[config.mk]
export PLATFORM = sky130hd
export DESIGN_NAME = ile_first_match
export DESIGN_NICKNAME = d
export VERILOG_FILES = /design/src/design/assert_macros.svh /design/src/design/ile_first_match.sv
export SDC_FILE = /design/constraint.sdc
export NUM_CORES = 1
export LEC_CHECK = 0
export ABC_AREA = 1
export BUFFER_PORTS_ARGS = -buffer_cell sky130_fd_sc_hd__buf_2
export CORE_MARGIN = 5
export CORE_UTILIZATION = 31
export CTS_BUF_LIST = sky130_fd_sc_hd__clkbuf_4
export DETAILED_ROUTE_END_ITERATION = 6
export SLEW_MARGIN = 20
export SYNTH_ARGS = -nofsm -noshare
export SYNTH_HDL_FRONTEND = slang
export SYNTH_SLANG_ARGS = --single-unit
[constraint.sdc]
create_clock -name clk -period 1 [get_ports clk]
set_clock_uncertainty 0.1 [all_clocks]
set_input_delay 0.1 -clock clk [delete_from_list [all_inputs] [get_ports clk]]
set_output_delay 0.1 -clock clk [all_outputs]
set_load 0.01 [all_outputs]
[src/design/assert_macros.svh]
// Assertion macros for the list engine's top-level RTL file.
`ifndef ASSERT_MACROS_SVH
`define ASSERT_MACROS_SVH

// Checks a condition at every rising edge of clk outside reset.
`define ASSERT_ALWAYS(label, expr, msg) \
  label: assert property (@(posedge clk) disable iff (rst) (expr)) else $error(msg);

// Checks that a condition holds in the cycle after a trigger.
`define ASSERT_NEXT(label, cond, expr, msg) \
  label: assert property (@(posedge clk) disable iff (rst) (cond) |=> (expr)) else $error(msg);

`endif

[src/design/ile_first_match.sv]
// Two-level first-match search over the cells' match bits, first level registered.
module ile_first_match #(
  parameter  int WIDTH  = 64,
  localparam int GROUPS = (WIDTH + 7) / 8,
  localparam int GRP_W  = (GROUPS > 1) ? $clog2(GROUPS) : 1,
  localparam int IDX_W  = GRP_W + 3
) (
  input  logic             clk,
  input  logic [WIDTH-1:0] match,
  output logic             found,
  output logic [IDX_W-1:0] index
);

  logic [GROUPS*8-1:0] padded;
  logic [GROUPS-1:0]   grp_any_next;
  logic [2:0]          grp_idx_next [GROUPS];
  logic [GROUPS-1:0]   grp_any;
  logic [2:0]          grp_idx [GROUPS];

  assign padded = (GROUPS*8)'(match);

  always_comb begin
    for (int g = 0; g < GROUPS; g++) begin
      grp_any_next[g] = |padded[g*8 +: 8];
      grp_idx_next[g] = 3'd0;
      for (int b = 7; b >= 0; b--) begin
        if (padded[g*8 + b]) begin
          grp_idx_next[g] = 3'(b);
        end
      end
    end
  end

  always_ff @(posedge clk) begin
    grp_any <= grp_any_next;
    for (int g = 0; g < GROUPS; g++) begin
      grp_idx[g] <= grp_idx_next[g];
    end
  end

  // The lowest group with a hit wins.
  always_comb begin
    found = 1'b0;
    index = '0;
    for (int g = GROUPS - 1; g >= 0; g--) begin
      if (grp_any[g]) begin
        found = 1'b1;
        index = {GRP_W'(g), grp_idx[g]};
      end
    end
  end

endmodule

==> flow_metrics.py, run 1 <==
metrics = {
    "grt": {
        "grt_pass1_wl_um": 7417,
        "grt_pass1_vias": 1920,
        "grt_max_degree": 10,
        "grt.total_usage_pct": 14.50,
        "globalRouteOverflowTotal": 0,
        "antenna_found_initial": 0,
    },
    "clock_tree": {
        "ctsRootBufferMaster": "clkbuf_4",
        "clk_pin_slew_worst_paths_ps": 90,
        "cts_buffer_depth": 2,
        "htree_levels": 2,
        "cts_buffers": 5,
        "cts_tree": "done",
        "clock_sinks": 32,
    },
    "worst_setup_path": {
        "crit_path_start_kind": "flip-flop",
        "crit_fanout": 5,
        "crit_chain": "or2_1 > nor3_4 > nand3_1 > buf_2",
        "crit_path_max_incr_delay_ps": 370,
        "path_class": "flip-flop to primary output",
        "slowest_stage": "dfxtp_4",
        "cp.arrival_ps": 1350,
        "endpoint_kind": "primary output",
        "worst-path-buf-inv": 1,
        "required_ps": 800,
        "critPathTopFamily": "simple AND/OR/NAND/NOR gates",
    },
    "power_and_ir_drop": {
        "power.density_nw_per_um2": 912.4,
        "power_leakage_nw": 1.288,
        "worst_ir_drop_vdd_mv": 0.6389,
    },
    "final_layout": {
        "antenna_cells": 0,
        "stdcell_area_um2": 2819,
        "area.growth.synth_to_final_pct": 78.38,
        "multiInputGateArea_um2": 973.4,
        "fill_cells": 472,
        "nNetsFinal": 435,
        "drive_gt1_share_pct": 35.41,
        "fin_util_pct": 55.91,
        "regArea_um2": 659.4,
    },
    "status": {
        "violations": "hold timing, setup timing",
        "status": "complete, but fails checks",
    },
    "yosys": {
        "yosysWarnings": 0,
        "yosys.area.top_type": "dfxtp_1",
        "syn_area_um2": 1580,
        "synthTopCellsByArea": "dfxtp_1, a21oi_1, nand2_1",
        "yosysTopAreaCellShare_pct": 40.54,
        "seq_area_frac_synth_pct": 40.54,
        "syn_area_per_cell_um2": 6.725,
        "synth_cell_types": 15,
        "synth-seq-cells": 32,
        "syn-num-nets": 300,
        "syn_inst": 235,
    },
    "drt": {
        "drtIter0Drc": 33,
        "drtAntennaViolNets": 0,
        "via_per_inst": 4.409,
        "vias": 1940,
        "drt-total-wl_um": 4736,
        "wl_per_cell_um": 10.76,
        "drc": 0,
        "first_pass_iters": 4,
    },
    "placed_design": {
        "port_buffers": 71,
        "dp_hpwl_um": 3066,
        "gp_congestion": 0.7409,
        "place_area_um2": 2100,
    },
    "floorplan": {
        "initial_core_util_pct": 31.34,
        "io_pins": 72,
        "rows": 26,
        "die_h_um": 81.40,
        "die_width_um": 81.40,
        "fp.coreArea_um2": 5042,
        "die_area_um2": 6625,
    },
    "timing": {
        "setup_viol_count_final": 26,
        "finalCritPeriodShare_pct": 155.4,
        "tightestPinTransition_ps": 235.0,
        "fin_hold_ws_ps": -0.6909,
        "setup_ws_ps": -554.2,
        "rsz0062_at_grt": "yes",
        "clock.fmax_mhz": 643.4,
        "hold_viol": 1,
        "finalCriticalPeriod_ps": 1554,
        "maxSlewHeadroom_pct": 84.19,
        "final_max_slew_viol_count": 0,
    },
    "hold_path": {
        "hp-class": "primary input to flip-flop",
    },
    "run": {
        "cap_viol_max_count": 0,
    },
}
-- synthesized netlist by cell type (all sizes together) --
cell type and number:
nor3 18, nor4 8, dfxtp 32, or2 17
nor2 28, inv 33, o21ai 8, a21oi 42
a211oi 2, buf 1, nand3 6, nand2 40
-- worst paths after layout --
path / from / end / slack (ps) / depth (start not counted)
setup / recovery: grp_any[6] / found / -550 / 4
hold / removal: match[0] / grp_idx[0][2] / -0.7 / 3
-- metrics by stage --
stage / setup WS [ps] / TNS, ps / cells / power (mW)
6_report: -554.2 / -5719 / 440 / 2.572
3_3_place_gp: -196.0 / -1129 / 384 / 1.716
4_1_cts: -565.8 / -5166 / 439 / 2.544
2_1_floorplan: -51.94 / -61.92 / 235 / 1.519
3_5_place_dp: -194.5 / -1123 / 384 / 1.719
5_1_grt: -692.8 / -6950 / 440 / 2.734
-- layout by cell type, fill, tap and decap left out, types with 2 or more instances in the layout --
master | Yosys | routed
nor2_1 | 28 | 26
nor4_4 | 0 | 2
or2_4 | 0 | 7
buf_2 | 0 | 70
inv_4 | 0 | 3
inv_1 | 30 | 30
nand2_2 | 1 | 2
o21ai_0 | 8 | 6
dfxtp_2 | 0 | 3
nand3_1 | 6 | 3
nor3_1 | 17 | 5
nand3_2 | 0 | 3
nor4_2 | 0 | 2
nand2_1 | 39 | 38
dlygate4sd3_1 | 0 | 48
dfxtp_4 | 0 | 4
clkbuf_4 | 0 | 6
dfxtp_1 | 32 | 25
nor4_1 | 8 | 4
nor2_2 | 0 | 2
nor3_4 | 0 | 3
nor3_2 | 1 | 10
a211oi_1 | 2 | 2
buf_4 | 0 | 10
a21oi_1 | 42 | 40
or2_1 | 17 | 10
a21oi_2 | 0 | 2
o21ai_1 | 0 | 2
-- power breakdown --
part	switching (mW)	internal [mW]	total [mW]	leakage (nW)
Sequential	0.0183	1.31	1.33	0.261
Combinational	0.241	0.325	0.566	0.995
Clock	0.389	0.285	0.675	0.0315
-- cells by family after synthesis --
kind of cell	synth area share, %
AOI/OAI and AO/OA	16.79
buffers and inverters	8.551
DFF	40.54
and+or+nand+nor	34.13
-- repair_timing --
item                                    in CTS  in global routing
hold buffers                                48                 16
endpoints found under the setup margin       7                 30
buffers inserted                             0                  1
pin swaps                                    3                 16
resized for setup                           11                 35
endpoints found under the hold margin       32                 26
-- per-layer routing --
metal  GRT usage [%]  up-vias  share of wire (%)
met5               0        -                  0
met4           7.095        0                2.1
met3           2.661        7                5.0
met2           26.87       41                 53
met1           15.59      851                 40
li1                -     1041                  -
-- sequential cells by signal (all words and copies together), names as in the netlist --
signal   count
grp_any      8
grp_idx     24
-- layout make-up --
type,count,share of cell area [%]
flip-flops and latches,32,23.39
repair buffers,129,32.53
multi-input cells,169,34.53
inverters,33,4.660
clock buffers,6,1.598
well taps,70,3.107
clock inverters,1,0.1775
Note: power is estimated with default switching activity, not from simulation.
==> run 2, diff against run 1 <==
CORE_UTILIZATION = 43   (was 31)
CTS_CLUSTER_DIAMETER = 30   (was unset)
PLACE_DENSITY = 0.77   (was unset)
==> run 2 against run 1 <==
The flow still finishes with violations (hold timing, setup timing). Non-clock buffer count fell by 1. Worst setup slack improved by 28 ps. Final cell count fell by 5.0%. Clock-buffer cell count fell by 1. Fmax rose by 1.8%. Highest routed layer unchanged.
==> flow_metrics.py, run 2 (synthesis gave the netlist of run 1 again) <==
metrics = {
    "power_and_ir_drop": {
        "power.switching_fraction_pct": 23.41,
        "p_seq_share_pct": 47.8,
        "internal_power_mw": 2.131,
        "pwr-share-comb_pct": 19.5,
        "worst_ir_drop_vdd_mv": 0.5333,
        "power_leakage_nw": 1.290,
        "power_frac_clock_pct": 32.7,
        "p_sw_mw": 0.6512,
        "power.density_nw_per_um2": 1001,
    },
    "floorplan": {
        "die_width_um": 70.62,
        "io_pins": 72,
        "rows": 22,
        "fp.coreArea_um2": 3606,
        "die_h_um": 70.62,
        "initial_core_util_pct": 43.82,
        "die_area_um2": 4987,
    },
    "worst_setup_path": {
        "crit_path_start_kind": "flip-flop",
        "cp.arrival_ps": 1330,
        "path_class": "flip-flop to primary output",
        "required_ps": 800,
        "crit_fanout": 5,
        "endpoint_kind": "primary output",
    },
    "clock_tree": {
        "ctsRootBufferMaster": "clkbuf_4",
        "clk_pin_slew_worst_paths_ps": 90,
        "cts_tree": "done",
        "cts_buffer_depth": 2,
        "clock_sinks": 32,
        "htree_levels": 2,
        "cts_buffers": 5,
    },
    "timing": {
        "final_max_slew_viol_count": 0,
        "setup_viol_count_final": 24,
        "finalSetupTns_ps": -5295,
        "maxSlewHeadroom_pct": 80.97,
        "hold_viol": 2,
        "setup_ws_ps": -526.3,
        "rsz0062_at_grt": "yes",
        "finalCritPeriodShare_pct": 152.6,
        "fin_hold_ws_ps": -74.97,
        "clock.fmax_mhz": 655.2,
        "tightestPinTransition_ps": 282.9,
        "finalCriticalPeriod_ps": 1526,
    },
    "final_layout": {
        "drive_gt1_share_pct": 35.95,
        "largest_register_ffs": 24,
        "nNetsFinal": 434,
        "regMostFlops": "grp_idx",
        "most-common-layout-cells": "buf_2, dlygate4sd3_1, a21oi_1",
        "final_common_cell": "buf_2",
        "top_regs": "grp_idx x24, grp_any x8",
        "antenna_cells": 0,
        "fill_cells": 280,
        "fin_cells": 418,
        "area.growth.synth_to_final_pct": 75.85,
    },
    "drt": {
        "vias": 1970,
        "drt-total-wl_um": 4755,
        "via_per_inst": 4.713,
        "drtIter0Drc": 121,
        "wl_per_cell_um": 11.38,
        "first_pass_iters": 4,
        "drc": 0,
        "drtAntennaViolNets": 0,
    },
    "grt": {
        "grt.total_usage_pct": 18.15,
        "globalRouteOverflowTotal": 0,
        "antenna_found_initial": 0,
        "grt_max_degree": 11,
        "grt_pass1_vias": 1888,
        "grt_pass1_wl_um": 7417,
    },
    "run": {
        "cap_viol_max_count": 0,
    },
    "placed_design": {
        "dp_hpwl_um": 3091,
        "place_inst": 365,
        "port_buffers": 71,
        "gp_congestion": 0.8778,
    },
    "status": {
        "violations": "hold timing, setup timing",
        "status": "complete, but fails checks",
    },
    "hold_path": {
        "hp-class": "primary input to flip-flop",
    },
}
==> run 2: cell count changes in the layout (fill, tap and decap cells not counted), moves of 2 or more <==
cell	previous run	this run
dlygate4sd3_1	48	44
buf_4	10	13
nor4_1	4	7
clkinv_1	0	2
nor3_2	10	12
nor4_2	2	0
==> run 2: metal layers <==
metal / GRT usage, % / up-vias / share of wire [%]
li1: - / 1043 / -
met1: 20.02 / 872 / 41
met2: 32.95 / 48 / 52
met3: 5.682 / 7 / 5.0
met4: 6.054 / 0 / 1.5
met5: 0 / - / 0
==> run 2: timing repair <==
action / 4_1_cts / 5_1_grt
buffers inserted: 0 / 1
pin swaps: 3 / 12
hold endpoints to repair: 32 / 26
setup endpoints to repair: 7 / 25
resized for setup: 17 / 26
hold buffers: 43 / 15
==> run 2: worst paths after layout <==
kind | endpoint | start | slack [ps] | cells past startpoint
setup / recovery | found | grp_any[6] | -530 | 4
hold / removal | grp_any[3] | match[29] | -70 | 3
==> run 2: power by group through the flow <==
| stage | combinational, mW | clock (mW) | sequential (mW) |
|---|---|---|---|
| after detailed placement | 0.351 | 0 | 1.37 |
| after global routing | 0.600 | 0.989 | 1.34 |
| after floorplan | 0.155 | 0 | 1.36 |
| after CTS | 0.483 | 0.923 | 1.33 |
| after global placement | 0.341 | 0 | 1.37 |
| final | 0.542 | 0.909 | 1.33 |
==> run 2: worst max-delay path: stages (launching register included) <==
cell and delay [ps]:
dfxtp_4 370, or2_4 260, nor3_4 140, nand3_1 90, buf_2 150
==> run 2: metrics by stage <==
stage	total power, mW	hold WS [ps]	setup slack [ps]	utilization (%)	instance area [um^2]
floorplan	1.519	69.07	-51.94	-	1600
global placement	1.710	167.8	-192.5	58.08	2095
detailed placement	1.720	167.8	-203.2	58.08	2095
CTS	2.739	-88.48	-536.9	73.56	2653
global route	2.925	-73.19	-636.0	77.06	2779
finish	2.782	-74.97	-526.3	77.06	2779
==> run 2: layout make-up <==
class	instances	area, um^2	area share [%]
clock inverters	3	37.54	1.351
well taps	48	60.06	2.161
inverters	33	131.4	4.728
flip-flops and latches	32	659.4	23.73
repair buffers	128	899.6	32.37
clock buffers	5	37.54	1.351
multi-input cells	169	953.4	34.31
