File: src/design/assert_macros.svh
// Assertion macros for the list engine's top-level RTL file.
`ifndef ASSERT_MACROS_SVH
`define ASSERT_MACROS_SVH

// Checks a condition at every rising edge of clk outside reset.
`define ASSERT_ALWAYS(label, expr, msg) \
  label: assert property (@(posedge clk) disable iff (rst) (expr)) else $error(msg);

// Checks that a condition holds in the cycle after a trigger.
`define ASSERT_NEXT(label, cond, expr, msg) \
  label: assert property (@(posedge clk) disable iff (rst) (cond) |=> (expr)) else $error(msg);

`endif

File: src/design/ile_pkg.sv
// Types and constants shared by the indexed list engine.
package ile_pkg;

  localparam int DATA_W = 32;
  localparam int POS_W  = 6;
  localparam int CNT_W  = 7;
  localparam int KIND_W = 3;
  localparam int STAT_W = 2;

  localparam logic signed [DATA_W-1:0] NOT_FOUND_VALUE = -32'sd1;

  typedef enum logic [KIND_W-1:0] {
    KIND_APPEND = 3'd0,
    KIND_INSERT = 3'd1,
    KIND_EDIT   = 3'd2,
    KIND_DELETE = 3'd3,
    KIND_GET    = 3'd4,
    KIND_FIND   = 3'd5
  } op_kind_t;

  typedef enum logic [STAT_W-1:0] {
    ST_OK        = 2'd0,
    ST_BAD_INDEX = 2'd1,
    ST_FULL      = 2'd2,
    ST_NOT_FOUND = 2'd3
  } status_t;

  typedef enum logic [1:0] {
    CELL_HOLD,
    CELL_PUSH,
    CELL_WRITE,
    CELL_PULL
  } cell_op_t;

  // Broadcast from the controller to every cell of the chain.
  typedef struct packed {
    cell_op_t                  op;
    logic [CNT_W-1:0]          pivot;
    logic signed [DATA_W-1:0]  value;
    logic [CNT_W-1:0]          count;
  } cell_ctl_t;

  typedef struct packed {
    logic [KIND_W-1:0]         kind;
    logic [POS_W-1:0]          position;
    logic signed [DATA_W-1:0]  item_value;
  } req_t;

  typedef struct packed {
    logic [STAT_W-1:0]         status;
    logic signed [DATA_W-1:0]  read_value;
    logic [CNT_W-1:0]          entry_count;
    logic                      empty_flag;
    logic                      full_flag;
  } rsp_t;

endpackage

File: src/design/ile_cell.sv
// One storage cell of the list chain: holds one entry and trades with its neighbors.
module ile_cell import ile_pkg::*; #(
  parameter int INDEX = 0
) (
  input  logic                     clk,
  input  cell_ctl_t                ctl,
  input  logic signed [DATA_W-1:0] left_data,
  input  logic signed [DATA_W-1:0] right_data,
  output logic signed [DATA_W-1:0] data,
  output logic                     match
);

  localparam logic [CNT_W-1:0] IDX = CNT_W'(INDEX);

  always_ff @(posedge clk) begin
    case (ctl.op)
      CELL_PUSH: begin
        // Entries above the insertion point move up by one place.
        if (IDX > ctl.pivot) begin
          data <= left_data;
        end else if (IDX == ctl.pivot) begin
          data <= ctl.value;
        end
      end
      CELL_WRITE: begin
        if (IDX == ctl.pivot) begin
          data <= ctl.value;
        end
      end
      CELL_PULL: begin
        // The deleted entry and everything above it take the next entry up.
        if (IDX >= ctl.pivot) begin
          data <= right_data;
        end
      end
      default: begin
      end
    endcase
  end

  assign match = (data == ctl.value) && (IDX < ctl.count);

endmodule

File: config.mk
export PLATFORM = sky130hd
export DESIGN_NAME = ile_cell
export DESIGN_NICKNAME = d
export VERILOG_FILES = /design/src/design/assert_macros.svh /design/src/design/ile_pkg.sv /design/src/design/ile_cell.sv
export SDC_FILE = /design/constraint.sdc
export NUM_CORES = 1
export LEC_CHECK = 0
export BUFFER_PORTS_ARGS = -buffer_cell sky130_fd_sc_hd__buf_2
export CAP_MARGIN = 0
export CORE_MARGIN = 3
export CORE_UTILIZATION = 44
export CTS_CLUSTER_SIZE = 10
export DETAILED_ROUTE_END_ITERATION = 10
export GPL_TIMING_DRIVEN = 1
export PLACE_DENSITY = 0.92
export SYNTH_ARGS = -nofsm -noshare
export SYNTH_HDL_FRONTEND = slang
export SYNTH_SLANG_ARGS = --single-unit
export TNS_END_PERCENT = 30
File: constraint.sdc
create_clock -name clk -period 11.05 [get_ports clk]
set_clock_uncertainty 0.2 [all_clocks]
set_input_delay 2.7625 -clock clk [delete_from_list [all_inputs] [get_ports clk]]
set_output_delay 2.7625 -clock clk [all_outputs]
set_load 0.01 [all_outputs]
==> metrics.md, run 1 <==
| Metric | Value |
|---|---|
| Worst EP arrival | `4080 ps` |
| WL/cell | `14.02 microns` |
| Total negative slack | `0 ps` |
| Peak Freq | `142.0 MHz` |
| Slew margin rel. | `0.2956` |
| Distinct cells, synth | `20` |
| Worst setup path category | `input port to primary output` |
| Die X | `73.92 microns` |
| CP max stage delay | `360 ps` |
| Starting Density | `0.4598` |
| Max-Cap Viols | `0` |
| Worst Hold Path EP | `data[30]` |
| Peak supply drop | `about 0.000078 V` |
| Crit start category | `input port` |
| Number of global-route vias before repair | `1,607` |
| Post-synthesis sequential area ratio | `0.4735` |
| Min-Delay Startpoint | `data[30]` |
| Synth Register Bits | `32` |
| Yosys Warn Count | `0` |
| Largest regs | `data x32` |
| Synth Net Count | `302` |
| Worst r2r path cells | `2` |
| Top reg by flops | `data` |
| Total CTS buffers | `5` |
| Core ar. | `4414 sq um` |
| Final Non-Filler Cells | `roughly 350` |
| Vias/cell | `roughly 5` |
| Max Root-Sink Buffers | `2` |
| FF-to-FF Start | `data[12]` |
| H-tree levels | `2` |
| Worst setup EP type | `primary output` |
| First-pass GRT wire length | `7341 microns` |
| Hold Fails Final Rpt | `0` |
| Antenna cells | `0` |
| Number of nets in the layout | `412` |
| 1st-iter DRT viols | `63` |
| FFs w/ async S/R, synth | `0` |
| Leak pwr | `0.001368 uW` |
| Antenna Violating Nets Remaining | `0` |
| Die Area | `~5500 sq um` |
| CTS tree | `yes` |
| Least-Margin Pin Slew | `1053 ps` |
| Max reg flops | `32` |
| Yosys top cell by area | `edfxtp_1` |
| RSZ-0062 raised after global routing | `no` |
| P&R area growth vs syn | `32.43%` |
| Post-DP HPWL | `3780 microns` |
| Hold path depth | `2` |
| Via count | `1,751` |
| Crit-path slowest cell | `nor4_1` |
| CTS Sinks | `32` |
| Most frequent cells in the layout | `buf_2 (113), mux2i_1 (32), nand2_1 (32), edfxtp_1 (32), xor2_1 (28)` |
| Required time worst endpoint | `about 8100 ps` |
| Ports | `between 100 and 150` |
| Worst R2R End | `data[12]` |
| Row count | `24` |
| Post-Synthesis Cells | `roughly 190` |
| Crit path time final | `7043 ps` |
| Root Buffer | `clkbuf_8` |
| Synth area leaders | `edfxtp_1 (47%), mux2i_1 (16%), xor2_1 (12%), o21ai_0 (6.7%), nand2_1 (5.9%)` |
| Commonest non-fill, non-tap cell in the layout | `buf_2` |
| Outcome | `finished clean` |
| IO buf count | `113` |
| Worst path cell trace | `buf_2, xor2_1, nor4_1, nand4_1, a2111oi_2, buf_2` |
| Util after Layout | `0.6088` |
| Placed cells | `between 300 and 400` |
| Final Max Slew Viols | `0` |
| Post-detailed-route DRC marker count | `0` |
| Die H | `73.92 microns` |
| Number of gates resized after cts | `0` |
| Layout cell share with drive strength beyond 1 | `0.4114` |
| Crit Path Max Fanout | `2` |
| Power per Cell Area | `approximately 120 nW/um^2` |
| Post-synth EDFFs | `32` |
| Initial antenna violation count | `0` |
| Post-CTS Setup Bufs | `0` |
| Top-area cell type share of the netlist area | `0.4735` |
| Drt first pass iters | `4` |
| Clk Latency, worst-skew pair | `270 ps` |
| Synthesized area per cell | `10.74 sq um` |
| Reg clk slew, reported paths | `60 ps` |
| Congestion Overflow GR | `0` |
| Crit-path most repeated cell | `buf_2` |
| Area of the mapped netlist | `2029 sq um` |
| Final Wtd Congestion | `between 0.7 and 0.8` |
| Critical Path Start | `ctl[15]` |
| Final period utilization | `0.6374` |
| Hold Crit Class | `flop to flop` |
| R2R setup slack | `9850 ps` |
| WL final | `4922 microns` |
| Largest net degree at the start of global routing | `66` |
| Post-synth top flop | `edfxtp_1` |
| Hold buffers post-CTS | `0` |
| Setup-failing EPs final | `0` |
| GRT Util Overall | `0.1777` |
[worst max-delay path by stage]
stage | to | slack [ps]
global route | match | 3830
finish | match | 4010
global placement | match | 3970
detailed placement | match | 3970
CTS | match | 3960
floorplan | match | 4380
[per-stage QoR]
stage / worst slack [ps] / hold slack, ps / total power [uW] / instance area (sq um)
2_1_floorplan: 4379 / 502.4 / 204.9 / 2029
3_3_place_gp: 3973 / 458.1 / 239.3 / 2611
3_5_place_dp: 3967 / 472.0 / 242.9 / 2611
4_1_cts: 3956 / 486.0 / 323.1 / 2688
5_1_grt: 3834 / 517.3 / 338.3 / 2688
6_report: 4007 / 477.9 / 318.7 / 2688
[layer usage]
| metal | GRT usage | wire length, microns |
|---|---|---|
| met1 | 0.2164 | 2011 |
| met2 | 0.3091 | 2509 |
| met3 | 0.05198 | 369 |
| met4 | 0.04225 | 31 |
| met5 | 0 | 0 |
[cell type report]
cell class | instances | area [sq um]
Fill cell | 379 | 1727
Timing Repair Buffer | 113 | 565.5
Multi-Input combinational cell | 147 | 1020
Clock inverter | 2 | 7.507
Sequential cell | 32 | 960.9
Clock buffer | 5 | 68.82
Tap cell | 52 | 65.06
[worst max-delay path: cells and delay by family]
kind	cells	cell delay [ps]
AND/OR/NAND/NOR	2	570
AO/OA/AOI/OAI	1	310
buffers and inverters	2	300
XOR/XNOR	1	140
[where the power goes]
part | leakage, uW | internal (uW) | switching, uW
logic | 0.00101 | 36.2 | 38.9
clock network | 0.0000391 | 41.4 | 37.8
registers | 0.000322 | 153 | 11.8
total | 0.00137 | 230 | 88.4
[kinds of logic after synthesis]
group,Yosys count,synth area share
AND/OR/NAND/NOR,49,0.1116
AO/OA/AOI/OAI,34,0.08877
XOR/XNOR,32,0.1381
multiplexers,32,0.1578
flip-flops,32,0.4735
buffers and inverters,10,0.03021
[Yosys cell counts, types with 2 or more instances]
master / instances
edfxtp_1: 32
mux2i_1: 32
nand2_1: 32
xor2_1: 28
o21ai_0: 27
nor4_1: 8
clkbuf_1: 6
o21ai_1: 5
xnor2_1: 4
buf_6: 3
nand4_1: 2
nor3_1: 2
No activity file was read; power rests on OpenSTA's default activity.
==> run 2, diff against run 1 <==
--- a/config.mk
+++ b/config.mk
@@ -8,11 +8,11 @@
 export BUFFER_PORTS_ARGS = -buffer_cell sky130_fd_sc_hd__buf_2
 export CAP_MARGIN = 0
 export CORE_MARGIN = 3
-export CORE_UTILIZATION = 44
+export CORE_UTILIZATION = 37
 export CTS_CLUSTER_SIZE = 10
 export DETAILED_ROUTE_END_ITERATION = 10
 export GPL_TIMING_DRIVEN = 1
-export PLACE_DENSITY = 0.92
+export PLACE_DENSITY = 0.83
 export SYNTH_ARGS = -nofsm -noshare
 export SYNTH_HDL_FRONTEND = slang
 export SYNTH_SLANG_ARGS = --single-unit
==> constraint.sdc (replaced) <==
create_clock -name clk -period 6.11 [get_ports clk]
set_clock_uncertainty 0.2 [all_clocks]
set_input_delay 1.5275 -clock clk [delete_from_list [all_inputs] [get_ports clk]]
set_output_delay 1.5275 -clock clk [all_outputs]
set_load 0.01 [all_outputs]
==> run 2 against run 1 <==
Effect of this change:
- critical path depth did not move
- via count rose by 1.2%
- combinational power rose by 82%
- hold slack improved by 11 ps
- critical path type unchanged
- register-to-register slack got worse by 4900 ps
==> metrics.md, run 2 (synthesis gave the netlist of run 1 again) <==
| Metric | Value |
|---|---|
| Total negative slack | `0 ps` |
| Multi-input gate area | `1020 sq um` |
| Antenna cells | `0` |
| WHS | `488.9 ps` |
| Initial antenna violation count | `0` |
| CTS tree | `yes` |
| IO buf count | `113` |
| Leak pwr | `0.001368 uW` |
| Largest regs | `data x32` |
| Worst EP arrival | `2870 ps` |
| Required time worst endpoint | `approximately 4400 ps` |
| Most frequent cells in the layout | `buf_2 (113), mux2i_1 (32), nand2_1 (32), edfxtp_1 (32), xor2_1 (28)` |
| Post-DP HPWL | `3825 microns` |
| P&R area growth vs syn | `33.72%` |
| 1st-iter DRT viols | `between 60 and 70` |
| Worst Hold Path EP | `data[30]` |
| Hold buffers post-CTS | `0` |
| Die X | `80.06 microns` |
| Fill count | `492` |
| Hold path depth | `2` |
| Core ar. | `5205 sq um` |
| Row count | `26` |
| Commonest non-fill, non-tap cell in the layout | `buf_2` |
| RSZ-0062 raised after global routing | `no` |
| Die H | `80.06 microns` |
| Max reg flops | `32` |
| WL final | `5076 microns` |
| FF-to-FF Start | `data[12]` |
| Min-Delay Startpoint | `data[30]` |
| Power per Cell Area | `215.7 nW/um^2` |
| Vias/cell | `4.789` |
| Peak Freq | `217.5 MHz` |
| Largest net degree at the start of global routing | `66` |
| Max Root-Sink Buffers | `2` |
| Worst r2r path cells | `2` |
| H-tree levels | `2` |
| Number of global-route vias before repair | `between 1,500 and 2,000` |
| Reg clk slew, reported paths | `60 ps` |
| Post-detailed-route DRC marker count | `0` |
| Layout cell share with drive strength beyond 1 | `0.4100` |
| Outcome | `finished clean` |
| R2R setup slack | `4910 ps` |
| Congestion Overflow GR | `0` |
| First-pass GRT wire length | `just over 8000 microns` |
| Worst R2R End | `data[12]` |
| Total CTS buffers | `5` |
| Crit Path Max Fanout | `2` |
| Drt first pass iters | `4` |
| Final Wtd Congestion | `0.7507` |
| Crit path time final | `around 4600 ps` |
| Total power | `about 590 uW` |
| Top reg by flops | `data` |
| Via count | `1,772` |
| CTS Sinks | `32` |
| Crit start category | `input port` |
| Slew margin rel. | `0.2937` |
| Worst setup path category | `input port to primary output` |
| Starting Density | `0.3899` |
| Number of nets in the layout | `412` |
| Worst setup EP type | `primary output` |
| Root Buffer | `clkbuf_8` |
| Peak supply drop | `~0.00014 V` |
| Clk Latency, worst-skew pair | `270 ps` |
| Final Max Slew Viols | `0` |
| Die Area | `around 6400 sq um` |
| Hold Fails Final Rpt | `0` |
| Post-CTS Setup Bufs | `0` |
| Least-Margin Pin Slew | `1056 ps` |
| Setup-failing EPs final | `0` |
| Reg area | `960.9 sq um` |
| Antenna Violating Nets Remaining | `0` |
| Number of gates resized after cts | `0` |
| WL/cell | `13.72 microns` |
| Max-Cap Viols | `0` |
| Final period utilization | `0.7524` |
| Ports | `146` |
| GRT Util Overall | `0.1621` |
| Hold Crit Class | `flop to flop` |
run 2: cell types whose count changed in the layout (fill, tap and decap cells not counted):
cell / before / now
clkbuf_1: 0 / 2
clkinv_1: 2 / 1
run 2: per-layer routing:
metal / vias up / GRT usage / wire length [microns]
li1: 908 / - / -
met2: 62 / 0.2856 / 2600
met1: 800 / 0.2001 / 2147
met3: 2 / 0.03924 / 312
met5: - / 0 / 0
met4: 0 / 0.03547 / 15
run 2: area by class of cell:
type,instances,area share
Timing Repair Buffer,113,0.2084
Clock inverter,1,0.001383
Clock buffer,7,0.02812
Multi-Input combinational cell,147,0.3758
Sequential cell,32,0.3541
Tap cell,70,0.03227
run 2: worst max-delay path, cell delays in order:
cell	delay [ps]
buf_2	110
xor2_1	140
nor4_1	360
nand4_1	220
a2111oi_2	310
buf_2	190
run 2: stage by stage:
step | utilization | setup slack (ps) | instance area [sq um] | cells
after floorplan | - | 1714 | 2029 | 189
after global placement | 0.5060 | 1471 | 2634 | 362
after detailed placement | 0.5060 | 1475 | 2634 | 362
after CTS | 0.5214 | 1463 | 2714 | 370
after global routing | 0.5214 | 1363 | 2714 | 370
final | 0.5214 | 1513 | 2714 | 370
run 2: how the worst max path moves through the flow:
stage | endpoint | start | slack (ps)
final | match | ctl[15] | 1510
after global routing | match | ctl[15] | 1360
after CTS | match | ctl[15] | 1460
after detailed placement | match | ctl[15] | 1480
after global placement | match | ctl[15] | 1470
after floorplan | data[0] | ctl[42] | 1710
run 2: where the power goes:
part | internal [uW] | leakage, uW | switching, uW
Clock | 79.2 | 0.0000399 | 72.2
Sequential | 276 | 0.000322 | 21.2
Combinational | 65.5 | 0.00101 | 71.3
==> run 3, diff against run 2 <==
--- a/config.mk
+++ b/config.mk
@@ -5,14 +5,15 @@
 export SDC_FILE = /design/constraint.sdc
 export NUM_CORES = 1
 export LEC_CHECK = 0
+export ABC_AREA = 1
 export BUFFER_PORTS_ARGS = -buffer_cell sky130_fd_sc_hd__buf_2
 export CAP_MARGIN = 0
 export CORE_MARGIN = 3
-export CORE_UTILIZATION = 37
+export CORE_UTILIZATION = 43
 export CTS_CLUSTER_SIZE = 10
 export DETAILED_ROUTE_END_ITERATION = 10
 export GPL_TIMING_DRIVEN = 1
-export PLACE_DENSITY = 0.83
+export PLACE_DENSITY = 0.87
 export SYNTH_ARGS = -nofsm -noshare
 export SYNTH_HDL_FRONTEND = slang
 export SYNTH_SLANG_ARGS = --single-unit
==> constraint.sdc (replaced) <==
create_clock -name clk -period 4.7 [get_ports clk]
set_clock_uncertainty 0.2 [all_clocks]
set_input_delay 1.175 -clock clk [delete_from_list [all_inputs] [get_ports clk]]
set_output_delay 1.175 -clock clk [all_outputs]
set_load 0.01 [all_outputs]
==> run 3 against run 2 <==
Effect of this change:
- power grew 46%
- clock power is 73% higher
- largest cell class unchanged
- first-iteration DRC count up 100%
- final cell count rose by 35%
==> metrics.md, run 3 <==
| Metric | Value |
|---|---|
| Fill count | `between 400 and 500` |
| CTS tree | `yes` |
| Post-route cell area | `approximately 3000 sq um` |
| Post-synthesis sequential area ratio | `0.4264` |
| Top-area cell type share of the netlist area | `0.4264` |
| Hold path depth | `2` |
| Area of the mapped netlist | `2253 sq um` |
| Final Max Slew Viols | `0` |
| Ports | `146` |
| Combinational family with the most area after synthesis | `simple AND/OR/NAND/NOR gates` |
| Die X | `just under 80 microns` |
| WL/cell | `between 10 and 15 microns` |
| Xor/xnor share of the synthesized area | `0.04664` |
| Worst setup EP type | `primary output` |
| Net switching power | `249.3 uW` |
| Synth Register Bits | `32` |
| CP max stage delay | `140 ps` |
| Congestion Overflow GR | `0` |
| Drt first pass iters | `4` |
| Count leader, synth | `nand2_1` |
| Hold Crit Class | `flop to flop` |
| FFs w/ async S/R, synth | `0` |
| Yosys top cell by area | `edfxtp_1` |
| Via count | `2,436` |
| Sw Share | `0.2914` |
| Antenna cells | `0` |
| Setup-failing EPs final | `0` |
| Mux contribution to synthesized area | `0` |
| Peak supply drop | `0.0001766 V` |
| Crit-path slowest cell | `nor2_1` |
| Worst path cell trace | `buf_2, inv_1, nand2_1, nand2_1, nor2_1, nand2_1, nor2_1, nand3_1, nor2_1, buf_2` |
| H-tree levels | `2` |
| Final Wtd Congestion | `around 0.76` |
| Reg clk slew, reported paths | `70 ps` |
| Leak pwr | `approximately 0.0015 uW` |
| Outcome | `finished clean` |
| Yosys Warn Count | `0` |
| Worst setup path category | `input port to primary output` |
| Compound-Gate Fraction of Synth Area | `0.1483` |
| Commonest non-fill, non-tap cell in the layout | `buf_2` |
| Peak Freq | `290.7 MHz` |
| Required time worst endpoint | `3320 ps` |
| Hold Fails Final Rpt | `0` |
| Synth Area in Simple Gates | `0.2887` |
| Distinct cells, synth | `22` |
| Vias/cell | `slightly below 5` |
| Comb pwr share | `0.245` |
| First-pass GRT wire length | `between 10,000 and 15,000 microns` |
| Crit Path Max Fanout | `3` |
| Starting Density | `0.4618` |
| Post-Synthesis Cells | `between 300 and 400` |
| Clk Latency, worst-skew pair | `280 ps` |
| Adder-cell share of the synthesized area | `0` |
| Post-CTS Setup Bufs | `0` |
| Die H | `78.39 microns` |
| IO buf count | `between 100 and 150` |
| Number of global-route vias before repair | `between 2,000 and 2,500` |
| Largest net degree at the start of global routing | `39` |
| Final period utilization | `0.7319` |
| Post-DP HPWL | `4718 microns` |
| Root Buffer | `clkbuf_8` |
| Crit start category | `input port` |
| Max reg flops | `32` |
| Number of gates resized after cts | `0` |
| Largest regs | `data x32` |
| RSZ-0062 raised after global routing | `no` |
| Initial antenna violation count | `0` |
| GRT Util Overall | `0.2079` |
| Post-synth top flop | `edfxtp_1` |
| Number of nets in the layout | `544` |
| Flop pwr share | `0.450` |
| 1st-iter DRT viols | `roughly 120` |
| Hold buffers post-CTS | `0` |
| Layout cell share with drive strength beyond 1 | `0.3009` |
| Max Root-Sink Buffers | `2` |
| Synthesized area per cell | `7.064 sq um` |
| Slew margin rel. | `0.5415` |
| Max-Cap Viols | `0` |
| CTS Sinks | `32` |
| Crit path time final | `approximately 3400 ps` |
| Core ar. | `4880 sq um` |
| Most frequent cells in the layout | `buf_2 (113), nand2_1 (108), nor2_1 (46)` |
| Total negative slack | `0 ps` |
| Die Area | `6145 sq um` |
| Dpl cell area | `2873 sq um` |
| Power per Cell Area | `287.1 nW/um^2` |
| Top reg by flops | `data` |
| Row count | `25` |
| Worst r2r path cells | `2` |
| Clk pwr share | `0.305` |
| Internal power | `606.1 uW` |
| P&R area growth vs syn | `32.20%` |
| Total CTS buffers | `5` |
| Post-detailed-route DRC marker count | `0` |
| Least-Margin Pin Slew | `686.3 ps` |
| Commonest cells in the netlist | `nand2_1 (108), nor2_1 (46), inv_1 (35)` |
| Worst EP arrival | `2070 ps` |
| Antenna Violating Nets Remaining | `0` |
| Post-synth EDFFs | `32` |
| Synth Net Count | `432` |
| WL final | `between 6000 and 7000 microns` |
| Util after Layout | `0.6105` |
| Synth area leaders | `edfxtp_1 (43%), nand2_1 (18%), nor2_1 (7.7%), a21oi_1 (7.6%), inv_1 (5.8%)` |
## run 3: worst max-delay path: cells and delay by family
family / cells / cell delay (ps)
buffers and inverters: 3 / 280
and+or+nand+nor: 7 / 600
## run 3: cell type report
type / instances / area, sq um / area share
Multi-Input combinational cell: 240 / 1101 / 0.3696
Sequential cell: 32 / 960.9 / 0.3226
Timing Repair Buffer: 117 / 595.6 / 0.1999
Inverter: 35 / 131.4 / 0.04410
Tap cell: 67 / 83.83 / 0.02814
Clock buffer: 5 / 68.82 / 0.02310
Clock inverter: 3 / 37.54 / 0.01260
## run 3: power by group through the flow
stage	Combinational (uW)	Clock [uW]	Sequential (uW)
2_1_floorplan	103	0	402
3_3_place_gp	204	0	388
3_5_place_dp	211	0	390
4_1_cts	212	267	384
5_1_grt	236	281	389
6_report	209	261	385
## run 3: metal layers
| layer | global-route usage | routed length, microns | up-vias |
|---|---|---|---|
| li1 | - | - | 1243 |
| met2 | 0.3724 | 3097 | 103 |
| met4 | 0.03671 | 46 | 0 |
| met3 | 0.05390 | 572 | 6 |
| met1 | 0.2536 | 2691 | 1084 |
| met5 | 0 | 0 | - |
## run 3: final timing paths
| check | slack [ps] | end | start |
|---|---|---|---|
| setup / recovery | 1260 | match | ctl[24] |
| hold / removal | 470 | data[29] | data[29] |
| setup reg to reg | 3500 | data[0] | data[0] |
| hold reg to reg | 470 | data[29] | data[29] |
## run 3: through the flow
stage                     power (uW)  hold WS, ps  setup slack (ps)  std cells
after global placement         592.2        429.0              1252        491
final                          855.4        466.2              1260        499
after CTS                      862.5        472.6              1245        499
after global routing           906.4        503.0              1120        499
after detailed placement       601.0        455.6              1252        491
after floorplan                504.3        465.9             735.8        319
## run 3: logic make-up after synthesis
| group | after synthesis |
|---|---|
| and+or+nand+nor | 164 |
| AOI/OAI and AO/OA | 64 |
| buffers and inverters | 47 |
| DFF | 32 |
| xor gates and xnor gates | 12 |
